### src/hdl/tsm_pkg.sv
`timescale 1ns / 1ps
// ----------------------------------------------------------------------------
// tsm_pkg
// Shared types and constants of the typed stack machine ALU.
// ----------------------------------------------------------------------------
package tsm_pkg;

    localparam int STACK_DEPTH = 256;
    localparam int VALUE_WIDTH = 32;
    localparam int FRAC_BITS   = 16;
    localparam int SP_W        = $clog2(STACK_DEPTH + 1);
    localparam int ADDR_W      = $clog2(STACK_DEPTH);
    localparam int DIV_STEPS   = VALUE_WIDTH + FRAC_BITS;

    typedef enum logic [3:0] {
        OP_ADD = 4'd0, OP_CONST = 4'd1, OP_DIV = 4'd2, OP_EQ = 4'd3,
        OP_FALSE = 4'd4, OP_GT = 4'd5, OP_LT = 4'd6, OP_MUL = 4'd7,
        OP_NEG = 4'd8, OP_NOT = 4'd9, OP_PRINT = 4'd10, OP_RET = 4'd11,
        OP_SUB = 4'd12
    } t_opcode;

    localparam logic [2:0] ST_OK       = 3'd0;
    localparam logic [2:0] ST_PRINTED  = 3'd1;
    localparam logic [2:0] ST_RETURNED = 3'd2;
    localparam logic [2:0] ST_TYPE     = 3'd3;
    localparam logic [2:0] ST_UNDER    = 3'd4;
    localparam logic [2:0] ST_OVER     = 3'd5;
    localparam logic [2:0] ST_HALTED   = 3'd6;

    typedef struct packed {
        logic [3:0]         opcode;
        logic signed [31:0] constant_value;
        logic               constant_is_boolean;
    } t_in_item;

    typedef struct packed {
        logic [2:0]         status;
        logic signed [31:0] print_value;
        logic               print_is_boolean;
    } t_out_item;

    typedef struct packed {
        logic                          start;
        logic [VALUE_WIDTH-1:0]        num_mag;
        logic [VALUE_WIDTH-1:0]        den_mag;
    } t_div_req;

    typedef struct packed {
        logic                   done;
        logic                   big;
        logic [VALUE_WIDTH-1:0] quot;
    } t_div_rsp;

endpackage

### src/hdl/tsm_divider.sv
`timescale 1ns / 1ps
// ----------------------------------------------------------------------------
// tsm_divider
// Restoring divider of magnitudes, one quotient bit per cycle.
// ----------------------------------------------------------------------------
module tsm_divider import tsm_pkg::*; (
    input  logic     i_clk,
    input  logic     i_rst_n,
    input  t_div_req i_req,
    output t_div_rsp o_rsp
);
    localparam int CNT_W = $clog2(DIV_STEPS + 1);

    // The dividend is num << FRAC_BITS; only its top VALUE_WIDTH bits can be set.
    logic [DIV_STEPS-1:0]   r_num;
    logic [VALUE_WIDTH:0]   r_rem;
    logic [DIV_STEPS-1:0]   r_quot;
    logic [VALUE_WIDTH-1:0] r_den;
    logic [CNT_W-1:0]       r_cnt;
    logic                   r_busy;
    logic                   r_done;

    logic [VALUE_WIDTH:0]   n_trial;
    logic                   n_take;

    always_comb begin
        n_trial = {r_rem[VALUE_WIDTH-1:0], r_num[DIV_STEPS-1]};
        n_take  = n_trial >= {1'b0, r_den};
    end

    always_ff @(posedge i_clk) begin
        if (!i_rst_n) begin
            r_busy <= 1'b0;
            r_done <= 1'b0;
            r_cnt  <= '0;
        end else begin
            r_done <= 1'b0;
            if (i_req.start) begin
                r_busy <= 1'b1;
                r_cnt  <= CNT_W'(DIV_STEPS);
                r_num  <= {i_req.num_mag, {FRAC_BITS{1'b0}}};
                r_den  <= i_req.den_mag;
                r_rem  <= '0;
                r_quot <= '0;
            end else if (r_busy) begin
                r_rem  <= n_take ? n_trial - {1'b0, r_den} : n_trial;
                r_quot <= {r_quot[DIV_STEPS-2:0], n_take};
                r_num  <= {r_num[DIV_STEPS-2:0], 1'b0};
                r_cnt  <= r_cnt - 1'b1;
                if (r_cnt == CNT_W'(1)) begin
                    r_busy <= 1'b0;
                    r_done <= 1'b1;
                end
            end
        end
    end

    assign o_rsp.done = r_done;
    assign o_rsp.big  = |r_quot[DIV_STEPS-1:VALUE_WIDTH];
    assign o_rsp.quot = r_quot[VALUE_WIDTH-1:0];
endmodule

### config.mk
export PLATFORM = sky130hd
export DESIGN_NAME = tsm_divider
export DESIGN_NICKNAME = d
export VERILOG_FILES = /design/src/hdl/tsm_pkg.sv /design/src/hdl/tsm_divider.sv
export SDC_FILE = /design/constraint.sdc
export NUM_CORES = 1
export LEC_CHECK = 0
export BUFFER_PORTS_ARGS = -buffer_cell sky130_fd_sc_hd__buf_2
export CAP_MARGIN = 40
export CORE_MARGIN = 1
export CORE_UTILIZATION = 46
export CTS_CLUSTER_SIZE = 25
export DETAILED_ROUTE_END_ITERATION = 8
export PLACE_DENSITY = 0.65
export REMOVE_ABC_BUFFERS = 1
export SLEW_MARGIN = 15
export SYNTH_ARGS = -nofsm -noshare
export SYNTH_HDL_FRONTEND = slang
export SYNTH_SLANG_ARGS = --single-unit
### constraint.sdc
create_clock -name i_clk -period 4.9 [get_ports i_clk]
set_input_delay 0 -clock i_clk [delete_from_list [all_inputs] [get_ports i_clk]]
set_output_delay 0 -clock i_clk [all_outputs]
set_load 0.02 [all_outputs]
==> impl_metrics.env <==
export IMPL_path_clk_slew_ns=0.07
export IMPL_peakVddDrop_uv=264
export IMPL_power_frac_comb=0.213
export IMPL_cp_max_fo=18
export IMPL_fin_util=0.576
export IMPL_sequentialPowerShare=0.437
export IMPL_setup_viol=0
export IMPL_p_per_area_nw_per_um2=361
export IMPL_synth_seq_cells=152
export IMPL_dr_pass1_iters=5
export IMPL_yosys_warnings=0
export IMPL_grt_use_total=0.198
export IMPL_p_switching_mw=1.05
export IMPL_maxSlewHeadroom=0.560
export IMPL_synth_edf_count=144
export IMPL_yosysUniqueCellTypes=70
export IMPL_timing_setup_tns_ns=0
export IMPL_rsz0062_at_grt="false"
export IMPL_rows=48
export IMPL_maxSlewViolCount=0
export IMPL_nets=955
export IMPL_htree_levels=4
export IMPL_grt_pass1_vias=5953
export IMPL_via_per_inst=5.50
export IMPL_postCtsResizedCells=0
export IMPL_antenna_left=0
export IMPL_die_h_um=137
export IMPL_cap_violations=0
export IMPL_cts_root_buf="clkbuf_16"
export IMPL_area_growth_pct=20.6
export IMPL_outcome="finished, final reports clean"
export IMPL_cp_data_required_time_ns=5.07
export IMPL_start_kind="flop"
export IMPL_period_share=0.668
export IMPL_finClkSkew_ns=0.0113
export IMPL_postCtsSetupBuffers=0
export IMPL_fmax_ghz=0.305
export IMPL_tightest_slew_ns=0.653
export IMPL_drive_gt1_frac=0.217
export IMPL_cts_tree="yes"
export IMPL_die_area_um2=18700
export IMPL_hold_viol_final=0
export IMPL_synth_cells=727
export IMPL_cp_arrival_ns=3.45
export IMPL_io_buffers=100
export IMPL_syn_area_um2=8340
export IMPL_total_leakage_power_nw=4.00
export IMPL_drc_errors=0
export IMPL_end_kind="flop"
export IMPL_hold_buffers=66
export IMPL_dr_total_vias=6004
export IMPL_ys_async_sr_fraction=0
export IMPL_critical_path_class="reg -> reg"
export IMPL_place_congestion=0.920
export IMPL_dpl_hpwl_mm=11.6
export IMPL_io_pins=101
export IMPL_swShare=0.288
export IMPL_antenna_found_initial=0
export IMPL_period_minus_slack_ns=3.28
export IMPL_synth_area_per_cell_um2=11.5
export IMPL_routedWlPerCell_um=16.2
export IMPL_grt_pass1_wl_mm=28.6
export IMPL_grt_max_degree=69
export IMPL_gr_total_overflow=0
export IMPL_start_util=0.477
export IMPL_core_area_um2=17500
export IMPL_cts_buffer_depth=2
export IMPL_p_clk_frac=0.350
export IMPL_intPower_mw=2.59
export IMPL_drt_iter0_markers=406
export IMPL_hp_class="in -> reg"
export IMPL_total_power_mw=3.63
export IMPL_die_w_um=137
export IMPL_routed_wl_mm=17.7
export IMPL_cts_made_buffers=17
export IMPL_clkLatencyLatePin_ns=0.42
export IMPL_yosysSeqAreaShare=0.538
export IMPL_diodes=0
export IMPL_synth_ff_type="edfxtp_1"
export IMPL_cts_sinks=152
==> power groups by stage <==
stage	Clock [mW]	Combinational, mW	Sequential, mW
after floorplan	0	0.501	1.63
after global placement	0	0.695	1.61
after detailed placement	0	0.714	1.61
after CTS	1.30	0.760	1.59
after global routing	1.35	0.849	1.60
final	1.27	0.774	1.59
==> placed cells by master, fill, tap and decap left out, drive strengths merged, types with 11 or more instances in the layout <==
cell type / n
ha: 34
edfxtp: 144
dlygate4sd3: 66
clkbuf: 17
o21ai: 34
nor3: 12
nor2: 23
nand2: 33
inv: 50
nand3: 32
xnor2: 11
a21oi: 56
nor2b: 56
a21o: 21
mux2: 31
xor2: 14
buf: 109
==> state kept, by name, indices dropped and copies added, names as in the netlist <==
signal / cells
r_rem: 32
r_quot: 48
r_done: 1
r_num: 32
r_den: 32
r_cnt: 6
r_busy: 1
==> cell families (layout without fill, tap and decap cells) <==
| kind of cell | count (synthesis) | count (layout) | synth area share |
|---|---|---|---|
| simple gates | 196 | 196 | 0.129 |
| compound gates | 176 | 176 | 0.142 |
| flops | 152 | 152 | 0.538 |
| buf+inv | 112 | 251 | 0.0701 |
| fa+ha+maj | 35 | 35 | 0.0534 |
| mux | 31 | 31 | 0.0419 |
| xor+xnor | 25 | 25 | 0.0263 |
==> synthesized netlist by cell type, types with 8 or more instances <==
library cell,n,area (um^2)
xnor2_1,11,96.3
dfxtp_1,8,160
a21oi_1,54,270
nor2b_1,56,350
nand2_1,32,120
inv_1,44,165
buf_4,33,248
a21o_1,21,158
nor2_1,23,86.3
ha_1,34,425
buf_2,13,65.1
nand3_1,32,160
o21ai_0,31,155
xor2_1,14,123
nor3_1,10,50.1
edfxtp_1,144,4320
clkbuf_1,17,63.8
mux2_2,31,349
a31oi_1,8,50.1
==> final timing paths <==
check | cells past startpoint | slack [ns] | start | end
min reg2reg | 2 | 0.52 | r_cnt[1] | r_cnt[1]
max reg2reg | 10 | 1.62 | r_rem[15] | r_rem[24]
max | 10 | 1.62 | r_rem[15] | r_rem[24]
min | 2 | 0.29 | i_req[27] | r_den[27]
==> stage by stage <==
stage	std cells	cell area (um^2)	setup WS, ns	hold slack (ns)
floorplan	659	7920	1.44	0.0989
global placement	990	8760	1.73	0.179
detailed placement	992	8810	1.64	0.178
CTS	1090	10000	1.60	0.276
global route	1091	10100	1.30	0.273
finish	1091	10100	1.62	0.287
==> cell type report <==
| cell class | instances | area (um^2) |
|---|---|---|
| clock inverters | 15 | 144 |
| fillers | 1476 | 7420 |
| repair buffers | 175 | 1280 |
| well taps | 225 | 282 |
| flip-flops and latches | 152 | 4480 |
| clock buffers | 17 | 425 |
| multi-input cells | 463 | 3280 |
| inverters | 44 | 165 |
==> critical path, cell delays in order, from the launching register on <==
cell and delay (ns):
edfxtp_1 0.39, ha_1 0.43, a21oi_1 0.27, o21ai_0 0.27, a21oi_1 0.24, o211ai_2 0.14
a2111oi_4 0.34, or3_1 0.40, buf_4 0.33, a21o_1 0.16, a21oi_1 0.06
==> metal layers <==
layer,GRT usage,vias up,routed length [um],share of wire
met4,0.0698,0,325,0.018
li1,-,2901,-,-
met3,0.0448,27,779,0.044
met2,0.336,170,8630,0.49
met5,0,-,0,0
met1,0.247,2906,7980,0.45
No activity file was read; power rests on OpenSTA's default activity.
